$ cat config.mk
export PLATFORM = sky130hd
export DESIGN_NAME = intel_hex_record_parser
export DESIGN_NICKNAME = d
export VERILOG_FILES = /design/src/sv/ihex_pkg.sv /design/src/sv/ihex_core.sv /design/src/sv/intel_hex_record_parser.sv
export VERILOG_INCLUDE_DIRS = /design/src /design/src/sv
export SDC_FILE = /design/constraint.sdc
export NUM_CORES = 1
export LEC_CHECK = 0
export BUFFER_PORTS_ARGS = -buffer_cell sky130_fd_sc_hd__buf_2
export CAP_MARGIN = 20
export CORE_MARGIN = 2
export CORE_UTILIZATION = 55
export CTS_CLUSTER_DIAMETER = 80
export DETAILED_ROUTE_END_ITERATION = 16
export PLACE_DENSITY = 0.84
export SYNTH_ARGS = -nofsm -noshare
export SYNTH_HDL_FRONTEND = slang
export SYNTH_SLANG_ARGS = --single-unit
$ cat constraint.sdc
create_clock -name clock -period 9.2 [get_ports clock]
set_clock_uncertainty 0.2 [all_clocks]
set_input_delay 0.92 -clock clock [delete_from_list [all_inputs] [get_ports clock]]
set_output_delay 0.92 -clock clock [all_outputs]
set_load 0.01 [all_outputs]
$ cat src/sv/intel_hex_record_parser_defines.svh
// Assertion macros shared by the Intel HEX record parser RTL.
// No dependencies; included by the modules that carry assertions.
`ifndef INTEL_HEX_RECORD_PARSER_DEFINES_SVH
`define INTEL_HEX_RECORD_PARSER_DEFINES_SVH

// Implication checked at every clock edge outside reset.
`define IHEX_ASSERT(label, clk, rst, prop, msg) \
   label: assert property (@(posedge clk) disable iff (rst) prop) else $error(msg);

// Plain condition checked at every clock edge outside reset.
`define IHEX_ASSERT_HOLDS(label, clk, rst, cond, msg) \
   label: assert property (@(posedge clk) disable iff (rst) (cond)) \
      else $error(msg);

`endif

$ cat src/sv/ihex_pkg.sv
// Shared types and codes for the Intel HEX record parser.
// No dependencies; used by ihex_core and intel_hex_record_parser.
`default_nettype none

package ihex_pkg;

   localparam logic [7:0] CHAR_COLON = 8'h3a;

   localparam logic [7:0] REC_DATA    = 8'h00;
   localparam logic [7:0] REC_EOF     = 8'h01;
   localparam logic [7:0] REC_EXT_SEG = 8'h02;
   localparam logic [7:0] REC_EXT_LIN = 8'h04;

   localparam logic KIND_DATA   = 1'b0;
   localparam logic KIND_STATUS = 1'b1;

   localparam logic [1:0] ERR_NONE     = 2'd0;
   localparam logic [1:0] ERR_NO_START = 2'd1;
   localparam logic [1:0] ERR_BAD_TYPE = 2'd2;
   localparam logic [1:0] ERR_BAD_HEX  = 2'd3;

   typedef struct packed {
      logic        kind;
      logic [31:0] address;
      logic [7:0]  data_byte;
      logic [7:0]  record_type;
      logic        checksum_ok;
      logic [1:0]  error_code;
   } res_type;

endpackage

`default_nettype wire

$ cat src/sv/ihex_core.sv
// Character-level parser state for Intel HEX records; yields at most one result per character.
// Depends on ihex_pkg and intel_hex_record_parser_defines.svh.
`default_nettype none
`include "intel_hex_record_parser_defines.svh"

module ihex_core (
   input  wire logic            clock,
   input  wire logic            reset,
   input  wire logic            take,
   input  wire logic [7:0]      char_in,
   output      logic            res_valid,
   output      ihex_pkg::res_type res
);
   import ihex_pkg::*;

   typedef enum logic [2:0] {
      PH_FIRST, PH_IDLE, PH_LEN, PH_ADDR, PH_TYPE, PH_DATA, PH_CHK
   } phase_type;

   phase_type   phase_ff, phase_in;
   logic [3:0]  nib_ff, nib_in;
   logic        have_nib_ff, have_nib_in;
   logic [7:0]  idx_ff, idx_in;
   logic [7:0]  len_ff, len_in;
   logic [15:0] addr_ff, addr_in;
   logic [7:0]  kind_ff, kind_in;
   logic [7:0]  sum_ff, sum_in;
   logic [15:0] extv_ff, extv_in;
   logic [31:0] exto_ff, exto_in;
   logic        halted_ff, halted_in;

   logic [4:0]  hex;
   logic [7:0]  b;

   function automatic logic [4:0] hex_decode(input logic [7:0] c);
      logic [4:0] r;
      r = 5'd0;
      if (c >= 8'h30 && c <= 8'h39) begin
         r = {1'b1, 4'(c - 8'h30)};
      end else if (c >= 8'h41 && c <= 8'h46) begin
         r = {1'b1, 4'(c - 8'h37)};
      end else if (c >= 8'h61 && c <= 8'h66) begin
         r = {1'b1, 4'(c - 8'h57)};
      end
      return r;
   endfunction

   assign hex = hex_decode(char_in);
   assign b   = {nib_ff, hex[3:0]};

   always_comb begin
      phase_in    = phase_ff;
      nib_in      = nib_ff;
      have_nib_in = have_nib_ff;
      idx_in      = idx_ff;
      len_in      = len_ff;
      addr_in     = addr_ff;
      kind_in     = kind_ff;
      sum_in      = sum_ff;
      extv_in     = extv_ff;
      exto_in     = exto_ff;
      halted_in   = halted_ff;
      res_valid   = 1'b0;
      res         = '0;

      if (take && !halted_ff) begin
         unique case (phase_ff) inside
            PH_FIRST, PH_IDLE: begin
               if (char_in == CHAR_COLON) begin
                  phase_in    = PH_LEN;
                  nib_in      = 4'd0;
                  have_nib_in = 1'b0;
                  idx_in      = 8'd0;
                  len_in      = 8'd0;
                  addr_in     = 16'd0;
                  kind_in     = 8'd0;
                  sum_in      = 8'd0;
                  extv_in     = 16'd0;
               end else if (phase_ff == PH_FIRST) begin
                  halted_in       = 1'b1;
                  res_valid       = 1'b1;
                  res.kind        = KIND_STATUS;
                  res.error_code  = ERR_NO_START;
               end
            end
            PH_LEN, PH_ADDR, PH_TYPE, PH_DATA, PH_CHK: begin
               if (!hex[4]) begin
                  halted_in       = 1'b1;
                  res_valid       = 1'b1;
                  res.kind        = KIND_STATUS;
                  res.record_type = kind_ff;
                  res.error_code  = ERR_BAD_HEX;
               end else if (!have_nib_ff) begin
                  nib_in      = hex[3:0];
                  have_nib_in = 1'b1;
               end else begin
                  have_nib_in = 1'b0;
                  nib_in      = 4'd0;
                  sum_in      = sum_ff + b;
                  unique case (phase_ff) inside
                     PH_LEN: begin
                        len_in   = b;
                        idx_in   = 8'd0;
                        phase_in = PH_ADDR;
                     end
                     PH_ADDR: begin
                        addr_in = {addr_ff[7:0], b};
                        if (idx_ff != 8'd0) begin
                           idx_in   = 8'd0;
                           phase_in = PH_TYPE;
                        end else begin
                           idx_in = 8'd1;
                        end
                     end
                     PH_TYPE: begin
                        kind_in = b;
                        if (b != REC_DATA && b != REC_EOF && b != REC_EXT_SEG
                            && b != REC_EXT_LIN) begin
                           halted_in       = 1'b1;
                           res_valid       = 1'b1;
                           res.kind        = KIND_STATUS;
                           res.record_type = b;
                           res.error_code  = ERR_BAD_TYPE;
                        end else begin
                           idx_in   = 8'd0;
                           phase_in = (len_ff != 8'd0) ? PH_DATA : PH_CHK;
                        end
                     end
                     PH_DATA: begin
                        if (kind_ff == REC_DATA) begin
                           res_valid     = 1'b1;
                           res.kind      = KIND_DATA;
                           res.address   = exto_ff + {16'd0, addr_ff} + {24'd0, idx_ff};
                           res.data_byte = b;
                        end else if ((kind_ff == REC_EXT_SEG || kind_ff == REC_EXT_LIN)
                                     && idx_ff < 8'd2) begin
                           extv_in = {extv_ff[7:0], b};
                        end
                        idx_in = idx_ff + 8'd1;
                        if (idx_in >= len_ff) begin
                           phase_in = PH_CHK;
                        end
                     end
                     default: begin
                        res_valid       = 1'b1;
                        res.kind        = KIND_STATUS;
                        res.record_type = kind_ff;
                        res.checksum_ok = (sum_in == 8'd0);
                        if (kind_ff == REC_EXT_SEG) begin
                           exto_in = {12'd0, extv_ff, 4'd0};
                        end else if (kind_ff == REC_EXT_LIN) begin
                           exto_in = {extv_ff, 16'd0};
                        end else if (kind_ff == REC_EOF) begin
                           halted_in = 1'b1;
                        end
                        phase_in = PH_IDLE;
                     end
                  endcase
               end
            end
            default: begin
               phase_in = phase_ff;
            end
         endcase
      end
   end

   always_ff @(posedge clock) begin
      if (reset) begin
         phase_ff    <= PH_FIRST;
         nib_ff      <= 4'd0;
         have_nib_ff <= 1'b0;
         idx_ff      <= 8'd0;
         len_ff      <= 8'd0;
         addr_ff     <= 16'd0;
         kind_ff     <= 8'd0;
         sum_ff      <= 8'd0;
         extv_ff     <= 16'd0;
         exto_ff     <= 32'd0;
         halted_ff   <= 1'b0;
      end else begin
         phase_ff    <= phase_in;
         nib_ff      <= nib_in;
         have_nib_ff <= have_nib_in;
         idx_ff      <= idx_in;
         len_ff      <= len_in;
         addr_ff     <= addr_in;
         kind_ff     <= kind_in;
         sum_ff      <= sum_in;
         extv_ff     <= extv_in;
         exto_ff     <= exto_in;
         halted_ff   <= halted_in;
      end
   end

   `IHEX_ASSERT_HOLDS(a_halted_silent, clock, reset, !(halted_ff && res_valid),
      "result produced while halted")
   `IHEX_ASSERT(a_error_halts, clock, reset,
      (res_valid && res.error_code != ERR_NONE) |=> halted_ff,
      "error status did not halt the parser")
   `IHEX_ASSERT(a_data_only_in_data, clock, reset,
      (res_valid && res.kind == KIND_DATA) |-> (phase_ff == PH_DATA && kind_ff == REC_DATA),
      "data result outside a data record")

endmodule

`default_nettype wire

$ cat src/sv/intel_hex_record_parser.sv
// Intel HEX record parser top level: request channel, parser core, result register and skid stage.
// Depends on ihex_pkg, ihex_core and intel_hex_record_parser_defines.svh.
//
// Usage:
//   req_* carries one ASCII character per transaction (req_char_in).
//   rsp_* carries at most one result per character: a data byte with its full
//   32-bit address, or an end-of-record / error status.
//   Result path: the core is combinational; an accepted character's result is
//   registered in the output register, or in the skid stage if that is held.
//   Throughput: one character per cycle while req_stall is low; the parser
//   state is updated in the same cycle the character is accepted.
//   Stall: results sit in an output register backed by a one-entry skid stage.
//   While the receiver stalls, input keeps flowing until the skid stage holds
//   a result; req_stall is then raised until the output register drains.
//   Reset: synchronous, active high; clears the parser to wait for the first
//   ':' and empties the output register and the skid stage.
//   After an end-of-file record or any error the parser halts and accepts
//   characters silently until the next reset.
`default_nettype none
`include "intel_hex_record_parser_defines.svh"

module intel_hex_record_parser (
   input  wire logic        clock,
   input  wire logic        reset,
   input  wire logic        req_valid,
   output      logic        req_stall,
   input  wire logic [7:0]  req_char_in,
   output      logic        rsp_valid,
   input  wire logic        rsp_stall,
   output      logic        rsp_kind,
   output      logic [31:0] rsp_address,
   output      logic [7:0]  rsp_data_byte,
   output      logic [7:0]  rsp_record_type,
   output      logic        rsp_checksum_ok,
   output      logic [1:0]  rsp_error_code
);
   import ihex_pkg::*;

   logic    accept;
   logic    core_valid;
   res_type core_res;

   logic    out_valid_ff, out_valid_in;
   res_type out_ff, out_in;
   logic    skid_full_ff, skid_full_in;
   res_type skid_ff, skid_in;
   logic    out_taken;

   assign req_stall = skid_full_ff;
   assign accept    = req_valid && !skid_full_ff;
   assign out_taken = out_valid_ff && !rsp_stall;

   ihex_core u_core (
      .clock     (clock),
      .reset     (reset),
      .take      (accept),
      .char_in   (req_char_in),
      .res_valid (core_valid),
      .res       (core_res)
   );

   always_comb begin
      out_valid_in = out_valid_ff;
      out_in       = out_ff;
      skid_full_in = skid_full_ff;
      skid_in      = skid_ff;
      if (skid_full_ff) begin
         if (out_taken) begin
            out_in       = skid_ff;
            skid_full_in = 1'b0;
         end
      end else if (core_valid) begin
         if (!out_valid_ff || out_taken) begin
            out_in       = core_res;
            out_valid_in = 1'b1;
         end else begin
            skid_in      = core_res;
            skid_full_in = 1'b1;
         end
      end else if (out_taken) begin
         out_valid_in = 1'b0;
      end
   end

   always_ff @(posedge clock) begin
      if (reset) begin
         out_valid_ff <= 1'b0;
         skid_full_ff <= 1'b0;
      end else begin
         out_valid_ff <= out_valid_in;
         skid_full_ff <= skid_full_in;
      end
      out_ff  <= out_in;
      skid_ff <= skid_in;
   end

   assign rsp_valid       = out_valid_ff;
   assign rsp_kind        = out_ff.kind;
   assign rsp_address     = out_ff.address;
   assign rsp_data_byte   = out_ff.data_byte;
   assign rsp_record_type = out_ff.record_type;
   assign rsp_checksum_ok = out_ff.checksum_ok;
   assign rsp_error_code  = out_ff.error_code;

   `IHEX_ASSERT_HOLDS(a_skid_behind_out, clock, reset, !(skid_full_ff && !out_valid_ff),
      "skid stage full with empty output register")
   `IHEX_ASSERT(a_skid_fill, clock, reset,
      (core_valid && out_valid_ff && rsp_stall) |=> skid_full_ff,
      "stalled result not parked in skid stage")
   `IHEX_ASSERT(a_skid_drain, clock, reset,
      (skid_full_ff && !rsp_stall) |=> (out_valid_ff && !skid_full_ff),
      "skid stage not drained into output register")

endmodule

`default_nettype wire

Word level (Yosys, flattened, before mapping):

Cells that the tools add are included.

* word-level logic and storage cells: 225
* flip-flop bits (word level): 211
* output and inout port bits: 54

* add/subtract/negate cells: 7
* equal/unequal tests: 36
* $lt $le $gt $ge: 8
* bitwise logic cells: 3
* multiplexer cells: 101
* reductions and logical operators: 45

Operators with widths (number)
* $mux W52: 6
* $mux W16: 9
* $mux W40: 3
* $mux W8: 14
* $pmux W8 S2: 5
* $mux W32: 2
* $pmux W16 S2: 2
* $mux W49: 1
* $add A32 B16 Y32: 1
* $add A32 B8 Y32: 1
* $pmux W8 S4: 1
* $mux W1: 30
* $reduce_and A6 Y1: 4
* $reduce_bool A8 Y1: 3
* $ne A2 B1 Y1 const B: 11
* $mux W3: 6
* $ge A8 B7 Y1 const B: 2
* $le A8 B7 Y1 const B: 2
* $logic_not A8 Y1: 2
* $ne A4 B4 Y1 const B: 4
* $reduce_and A8 Y1: 2
* $mux W5: 3
* $mux W4: 3
* $ne A3 B3 Y1 const B: 4
* 43 further kinds: 79

Longest topological paths before layout:

Gate-level depths: netlist (run 1).

* depth after elaboration: 18
* depth in mapped cells: 17
* gate-level depth less buffers: 17

Cells and area by module:

From an unflattened synthesis (run 1), not the netlist that was laid out.

* cells, all modules: 1019
* area total of the unflattened synthesis: 10525.1 µm²

By module, submodules not included
* ihex_core: times used 1, cells each 844, sequential area each 2021.9 µm², area each 6566.3 µm²
* intel_hex_record_parser: times used 1, cells each 175, sequential area each 3163.0 µm², area each 3958.8 µm²

Worst setup path before layout (run 1):

OpenSTA, ideal clock, no wires.

* path type: input port to flip-flop
* start: input port req_char_in[0]
* end: register out_ff (netlist bit rsp_address[0]) (enable)
* setup time: 0.476 ns
* required time: 8.524 ns
* stages: 13
* path slack: 3.406 ns
* arrival time: 5.119 ns
* buffers on the path: 1
* cells stage by stage: inv_1 > ha_1 > o21bai_1 > a21oi_2 > or2_1 > buf_4 > nand2_4 > inv_2 > maj3_2 > o21a_1 > o31ai_1 > nand2b_1 > a21boi_1

* word-level cells in the longest chain between the ends: 17

Ends and longest elaborated chain
* from (decl): RTL line intel_hex_record_parser.sv:27 `input wire logic [7:0] req_char_in,`
* $ge A8 B7 Y1 or $le A8 B7 Y1 (tied branches): RTL line ihex_core.sv:42 `end else if (c >= 8'h61 && c <= 8'h66) begin`
* $logic_and A1 B1 Y1: RTL line ihex_core.sv:42
* $mux W5: RTL line ihex_core.sv:42
* $mux W5: RTL line ihex_core.sv:40 `end else if (c >= 8'h41 && c <= 8'h46) begin`
* $mux W5: RTL line ihex_core.sv:38 `if (c >= 8'h30 && c <= 8'h39) begin`
* $ne A8 B1 Y1 or $reduce_bool A8 Y1 (tied branches): RTL line ihex_core.sv:117 `if (b != REC_DATA && b != REC_EOF && b != REC_EXT_SEG`
* $logic_and A1 B1 Y1 (2 in a row): RTL line ihex_core.sv:117
* $logic_and A1 B1 Y1: RTL line ihex_core.sv:118 `&& b != REC_EXT_LIN) begin`
* $mux W1: RTL line ihex_core.sv:117
* $pmux W1 S3: RTL line ihex_core.sv:100 `unique case (phase_ff) inside`
* $mux W1: RTL line ihex_core.sv:93 `end else if (!have_nib_ff) begin`
* $mux W1: RTL line ihex_core.sv:87 `if (!hex[4]) begin`
* $pmux W1 S2 *: RTL line ihex_core.sv:67 `unique case (phase_ff) inside`
* $mux W1 *: RTL line ihex_core.sv:66 `if (take && !halted_ff) begin`
* $reduce_bool A2 Y1 (no source line) *
* $reduce_and A3 Y1 (no source line) *
* to (signal assigned): RTL line intel_hex_record_parser.sv:93 `out_ff <= out_in;`
* to (decl): RTL line intel_hex_record_parser.sv:44 `res_type out_ff, out_in;`

Mark *: on every way between the ends. The rest lies on a longest branch, timed or not.
A chain may end at the register's enable or synchronous reset.

==> results.json, run 1 <==
{
  "leakagePower_nw": 4.52,
  "grt_pass1_vias": 7720,
  "synth_nets": 1188,
  "dieArea_um2": 20400,
  "dr.first_iter.drc_count": 850,
  "seq_area_frac_synth_pct": 48.9,
  "postCtsHoldBufs": 0,
  "tightest_slew_ns": 1.11,
  "timing.final.crit_share_pct": 46.9,
  "setup_tns_ns": 0,
  "numCtsBuffers": 22,
  "crit_chain": "buf_2 -> inv_1 -> ha_1 -> inv_1 -> o311a_4 -> or2_1 -> nand2_4 -> inv_2 -> ha_1 -> a21oi_1 -> nand2b_1 -> a21boi_0 -> o41ai_1 -> xnor2_1 -> nor4_1",
  "root_buffer": "clkbuf_16",
  "die-height_um": 143,
  "numPortBuffers": 65,
  "ir_worst_vdd_v": 0.000113,
  "setup_viol_count_final": 0,
  "synthTopCellsByArea": "edfxtp_1 (29%), dfxtp_1 (19%), ha_1 (5.8%)",
  "cts_num_sinks": 207,
  "hpwl_mm": 16.5,
  "critPathLaunchType": "input pin",
  "antennaDiodeCount": 0,
  "cap_violations": 0,
  "fmax_mhz": 232,
  "grt_max_degree": 104,
  "grt_antenna_before_repair": 0,
  "maxSlewViolCount": 0,
  "gr-usage-all-layers_pct": 23.1,
  "io_pins": 66,
  "start_util_pct": 56.3,
  "grt_pass1_wl_mm": 38.2,
  "synth_ff_type": "edfxtp_1",
  "syn_area_um2": 10600,
  "cp_slowest_cell": "nor4_1",
  "slew_headroom_pct": 26.0,
  "synth_area_per_cell_um2": 9.46,
  "p_per_area_nw_per_um2": 163,
  "synthArstFlopShare_pct": 0,
  "core_um2": 18800,
  "wire_per_inst_um": 16.5,
  "dr.pass1.iters": 5,
  "layout.nets": 1226,
  "grt-ovfl-total": 0,
  "rows": 50,
  "synth.largest_area_cell": "edfxtp_1",
  "end_kind": "flip-flop",
  "hold_class": "reg -> reg",
  "yosysWarnings": 0,
  "ys_seq_elements": 207,
  "p_total_mw": 1.91,
  "post-cts-setup-buffers": 0,
  "max_stage_delay_ns": 0.62,
  "cts_resized": 0,
  "drtAntennaViolNets": 0,
  "max-clock-path-buffers": 3,
  "place.gp.congestion": 0.953,
  "synth.distinct_cells": 69,
  "hold_violations": 0,
  "syn_inst": 1121,
  "vias_per_cell": 5.92,
  "outcome": "finished, final reports clean",
  "cts_tree": "yes",
  "drive_gt1_share_pct": 10.8,
  "required_ns": 9.20,
  "worst_ep_arrival_time_ns": 4.31,
  "syn_to_final_growth_pct": 10.4,
  "num_vias": 8501,
  "synth_top_area_share_pct": 29.5,
  "fin_crit_ns": 4.31,
  "h-tree-depth": 1,
  "synth_edf_count": 104,
  "cp_max_fo": 8,
  "drc_errors": 0,
  "clk_latency_ns": 0.49,
  "drt-total-wl_mm": 23.7,
  "rsz0062_at_grt": "false",
  "critPathKind": "in -> reg",
  "path_clk_slew_ns": 0.06,
  "die_w_um": 143
}
-- state kept, by name, summed over array words and instances (netlist names), 2 cells and up --
signal and count:
skid_ff 52, rsp_address 32, u_core.exto_ff 28, u_core.addr_ff 16
u_core.extv_ff 16, rsp_data_byte 8, rsp_record_type 8, u_core.idx_ff 8
u_core.kind_ff 8, u_core.len_ff 8, u_core.sum_ff 8, u_core.nib_ff 4
u_core.phase_ff 3, rsp_error_code 2
-- layer usage --
metal	up-vias	track usage (%)	share of wire, %
met3	49	3.19	8.1
met5	-	0	0
met4	0	6.72	2.2
met2	363	36.3	45
met1	3994	33.4	45
li1	4095	-	-
-- area by class of cell --
type,instances,area (um^2)
tap,260,325
clock buffer,34,637
sequential,207,5190
timing repair buffer,73,385
multi-input combinational,821,5020
clock inverter,6,30.0
fill,1477,7120
inverter,34,128
-- kinds of logic (layout without fill, tap and decap cells) --
| kind of cell | after synthesis | in the layout | share of synthesized area, % |
|---|---|---|---|
| flops | 207 | 207 | 48.9 |
| xor+xnor | 32 | 32 | 2.64 |
| mux | 12 | 12 | 1.14 |
| fa+ha+maj | 56 | 56 | 7.02 |
| simple gates | 448 | 448 | 20.0 |
| buf+inv | 93 | 147 | 3.95 |
| compound gates | 273 | 273 | 16.3 |
-- layout by cell type, fill, tap and decap left out, types with 8 or more instances in the layout --
cell type | Yosys | layout
a21o_1 | 42 | 42
a21oi_1 | 102 | 102
a22oi_1 | 15 | 15
and2_1 | 9 | 9
and3_1 | 15 | 15
buf_2 | 17 | 65
buf_4 | 3 | 8
clkbuf_1 | 33 | 9
clkbuf_16 | 0 | 23
dfxtp_1 | 103 | 102
edfxtp_1 | 104 | 104
ha_1 | 49 | 49
inv_1 | 33 | 33
mux2i_1 | 11 | 11
nand2_1 | 152 | 152
nand2b_1 | 10 | 10
nand3_1 | 70 | 70
nand4_1 | 11 | 11
nor2_1 | 104 | 103
nor2b_1 | 9 | 9
nor3_1 | 18 | 18
o21ai_0 | 47 | 47
or3_1 | 11 | 11
xnor2_1 | 22 | 22
xor2_1 | 10 | 10
-- power by group --
part           internal (mW)  switching, mW
combinational         0.0298         0.0612
clock                  0.475          0.335
sequential             0.999        0.00659
total                   1.50          0.403
-- cell usage after synthesis, types with 7 or more instances --
cell	number
nor3_1	18
xnor2_1	22
xor2_1	10
nand3_1	70
and3_1	15
nand2_1	152
clkbuf_1	33
nand2b_1	10
buf_2	17
o211ai_1	7
a22oi_1	15
and2_1	9
or3_1	11
dfxtp_1	103
mux2i_1	11
nor2b_1	9
nor2_1	104
a21o_1	42
inv_1	33
nor4_1	7
nand4_1	11
a21oi_1	102
edfxtp_1	104
o21ai_0	47
ha_1	49
-- per-stage QoR --
stage	hold slack, ns	worst slack (ns)	std cells	util, %	cell area [um^2]
after floorplan	0.226	3.41	1121	-	10600
after global placement	0.235	4.70	1395	58.6	11000
after detailed placement	0.237	4.50	1395	58.6	11000
after CTS	0.264	4.99	1435	62.2	11700
after global routing	0.277	4.66	1435	62.2	11700
final	0.267	4.89	1435	62.2	11700
-- critical path: cells and delay by family --
| kind | cells | cell delay, ns |
|---|---|---|
| AND/OR/NAND/NOR | 4 | 1.23 |
| XOR/XNOR | 1 | 0.14 |
| adder cells (fa/ha/maj) | 2 | 0.55 |
| buffers and inverters | 4 | 0.41 |
| AO/OA/AOI/OAI | 4 | 1.06 |
-- final timing paths --
check / start / to / slack (ns) / depth (start not counted)
setup / recovery: req_char_in[0] / skid_ff[2] / 4.89 / 15
hold / removal: u_core.exto_ff[13] / u_core.exto_ff[13] / 0.27 / 2
setup reg to reg: u_core.idx_ff[4] / rsp_address[17] / 5.05 / 10
hold reg to reg: u_core.exto_ff[13] / u_core.exto_ff[13] / 0.27 / 2
Power figures use the tool's default switching activity.
==> inputs of run 2 (changes only) <==
==> constraint.sdc (replaced) <==
create_clock -name clock -period 4.5 [get_ports clock]
set_clock_uncertainty 0.2 [all_clocks]
set_input_delay 0.45 -clock clock [delete_from_list [all_inputs] [get_ports clock]]
set_output_delay 0.45 -clock clock [all_outputs]
set_load 0.01 [all_outputs]
==> results.json, run 2 (synthesis results as in run 1) <==
{
  "drive_gt1_share_pct": 11.9,
  "end_kind": "flip-flop",
  "setup_tns_ns": 0,
  "rr_endpoint": "rsp_address[17]",
  "cp_slowest_cell": "o21a_1",
  "ff2ff_setup_slack_ns": 0.39,
  "crit_family": "compound AO/OA/AOI/OAI gates",
  "cts_resized": 0,
  "required_ns": 4.52,
  "dieArea_um2": 20400,
  "grtUsageMet3_pct": 3.39,
  "hold_class": "in -> reg",
  "grt_antenna_before_repair": 0,
  "dr.first_iter.drc_count": 1010,
  "postCtsHoldBufs": 0,
  "grt_pass1_vias": 7807,
  "cts_num_sinks": 207,
  "max_stage_delay_ns": 0.62,
  "dr.pass1.iters": 6,
  "setup_viol_count_final": 0,
  "num_vias": 8616,
  "path_clk_slew_ns": 0.06,
  "cts_tree": "yes",
  "io_pins": 66,
  "met1_usage_pct": 34.7,
  "worst_ep_arrival_time_ns": 4.13,
  "syn_to_final_growth_pct": 11.8,
  "cp_common_cell": "o21ai_0",
  "start_util_pct": 56.3,
  "rsz0062_at_grt": "false",
  "numCtsBuffers": 21,
  "grt_max_degree": 59,
  "place.gp.congestion": 1.00,
  "clk_latency_ns": 0.50,
  "holdPathEnd": "rsp_valid",
  "leakagePower_nw": 4.61,
  "numPortBuffers": 65,
  "ir_worst_vdd_v": 0.000183,
  "maxSlewViolCount": 0,
  "die-height_um": 143,
  "gr-usage-all-layers_pct": 23.9,
  "antennaDiodeCount": 0,
  "grt-ovfl-total": 0,
  "hpwl_mm": 17.2,
  "crit_chain": "fa_1 -> ha_1 -> o21a_1 -> o31a_1 -> o21ai_0 -> a21oi_1 -> o21ai_0 -> o21a_1 -> xor2_1 -> o21ai_0",
  "slew_headroom_pct": 27.9,
  "rows": 50,
  "fmax_mhz": 243,
  "grt-busiest-layer": "met2",
  "layout.nets": 1234,
  "die_w_um": 143,
  "hold_violations": 0,
  "cp_max_fo": 21,
  "critPathBufInv": 0,
  "tightest_slew_ns": 1.08,
  "hold_depth": 3,
  "critPathKind": "reg -> reg",
  "vias_per_cell": 5.98,
  "drc_errors": 0,
  "outcome": "finished, final reports clean",
  "use_met2_pct": 37.1,
  "finalHoldWorstSlack_ns": 0.140,
  "h-tree-depth": 1,
  "core_um2": 18800,
  "cap_violations": 0,
  "post-cts-setup-buffers": 0,
  "grt_pass1_wl_mm": 39.4,
  "hp-start": "rsp_stall",
  "r2r-start": "u_core.idx_ff[4]",
  "layout_common_cells": "nand2_1 (152), edfxtp_1 (104), nor2_1 (103)",
  "p_per_area_nw_per_um2": 346,
  "timing.final.crit_share_pct": 91.3,
  "wire_per_inst_um": 17.1,
  "root_buffer": "clkbuf_16",
  "layout_commonest_cell": "nand2_1",
  "reg2reg_depth": 10,
  "max-clock-path-buffers": 3,
  "regMostFlops": "skid_ff",
  "fin_crit_ns": 4.11,
  "critPathLaunchType": "flip-flop",
  "drt-total-wl_mm": 24.6,
  "largest_reg_flops": 52,
  "drtAntennaViolNets": 0
}
==> run 2: cell count changes in the layout (fill, tap and decap cells not counted) <==
cell        delta
buf_12         +1
buf_4          +8
bufinv_16      +4
clkbuf_1       -7
clkbuf_16      -1
clkbuf_2       +2
clkbuf_8       -1
clkinv_2       -1
clkinv_4       +1
clkinvlp_2     +1
clkinvlp_4     -1
==> run 2: how the worst max path moves through the flow <==
stage | from | to | slack, ns | depth (start not counted)
4_1_cts | u_core.idx_ff[4] | rsp_address[17] | 0.46 | 10
3_3_place_gp | req_char_in[0] | rsp_address[21] | 0.43 | 14
6_report | u_core.idx_ff[4] | rsp_address[17] | 0.39 | 10
5_1_grt | u_core.idx_ff[4] | rsp_address[17] | 0.14 | 10
2_1_floorplan | req_char_in[0] | rsp_address[0] | 0.27 | 13
3_5_place_dp | req_char_in[0] | skid_ff[2] | 0.13 | 15
==> run 2: where the power goes <==
group	leakage [nW]	switching (mW)	internal [mW]	total, mW
combinational	2.50	0.125	0.0617	0.187
clock	0.361	0.714	1.14	1.86
sequential	1.75	0.0139	2.04	2.06
total	4.61	0.853	3.25	4.10
==> run 2: per-layer routing <==
| layer | vias to the layer above | wire length, um |
|---|---|---|
| met5 | - | 0 |
| met2 | 382 | 11000 |
| met3 | 59 | 2060 |
| met1 | 4067 | 10800 |
| met4 | 0 | 671 |
| li1 | 4108 | - |
==> run 2: area by class of cell <==
type | instances | area [um^2]
inverters | 34 | 128
repair buffers | 82 | 465
fillers | 1460 | 6980
clock buffers | 27 | 582
multi-input cells | 821 | 5020
well taps | 260 | 325
flip-flops and latches | 207 | 5190
clock inverters | 10 | 151
==> run 2: metrics by stage <==
stage               instance area [um^2]  std cells  setup WS (ns)  util, %  power [mW]
floorplan                          10600       1121          0.268        -        2.21
global placement                   11100       1404          0.429     59.1        2.28
detailed placement                 11100       1404          0.127     59.1        2.28
CTS                                11900       1441          0.459     63.0        4.12
global route                       11900       1441          0.141     63.0        4.21
finish                             11900       1441          0.389     63.0        4.10
==> run 2: worst register-to-register path, stage by stage, from the launching register on <==
cell and delay, ns:
dfxtp_1 0.53, fa_1 0.51, ha_1 0.35, o21a_1 0.20, o31a_1 0.11, o21ai_0 0.27, a21oi_1 0.18, o21ai_0 0.52
o21a_1 0.62, xor2_1 0.24, o21ai_0 0.12
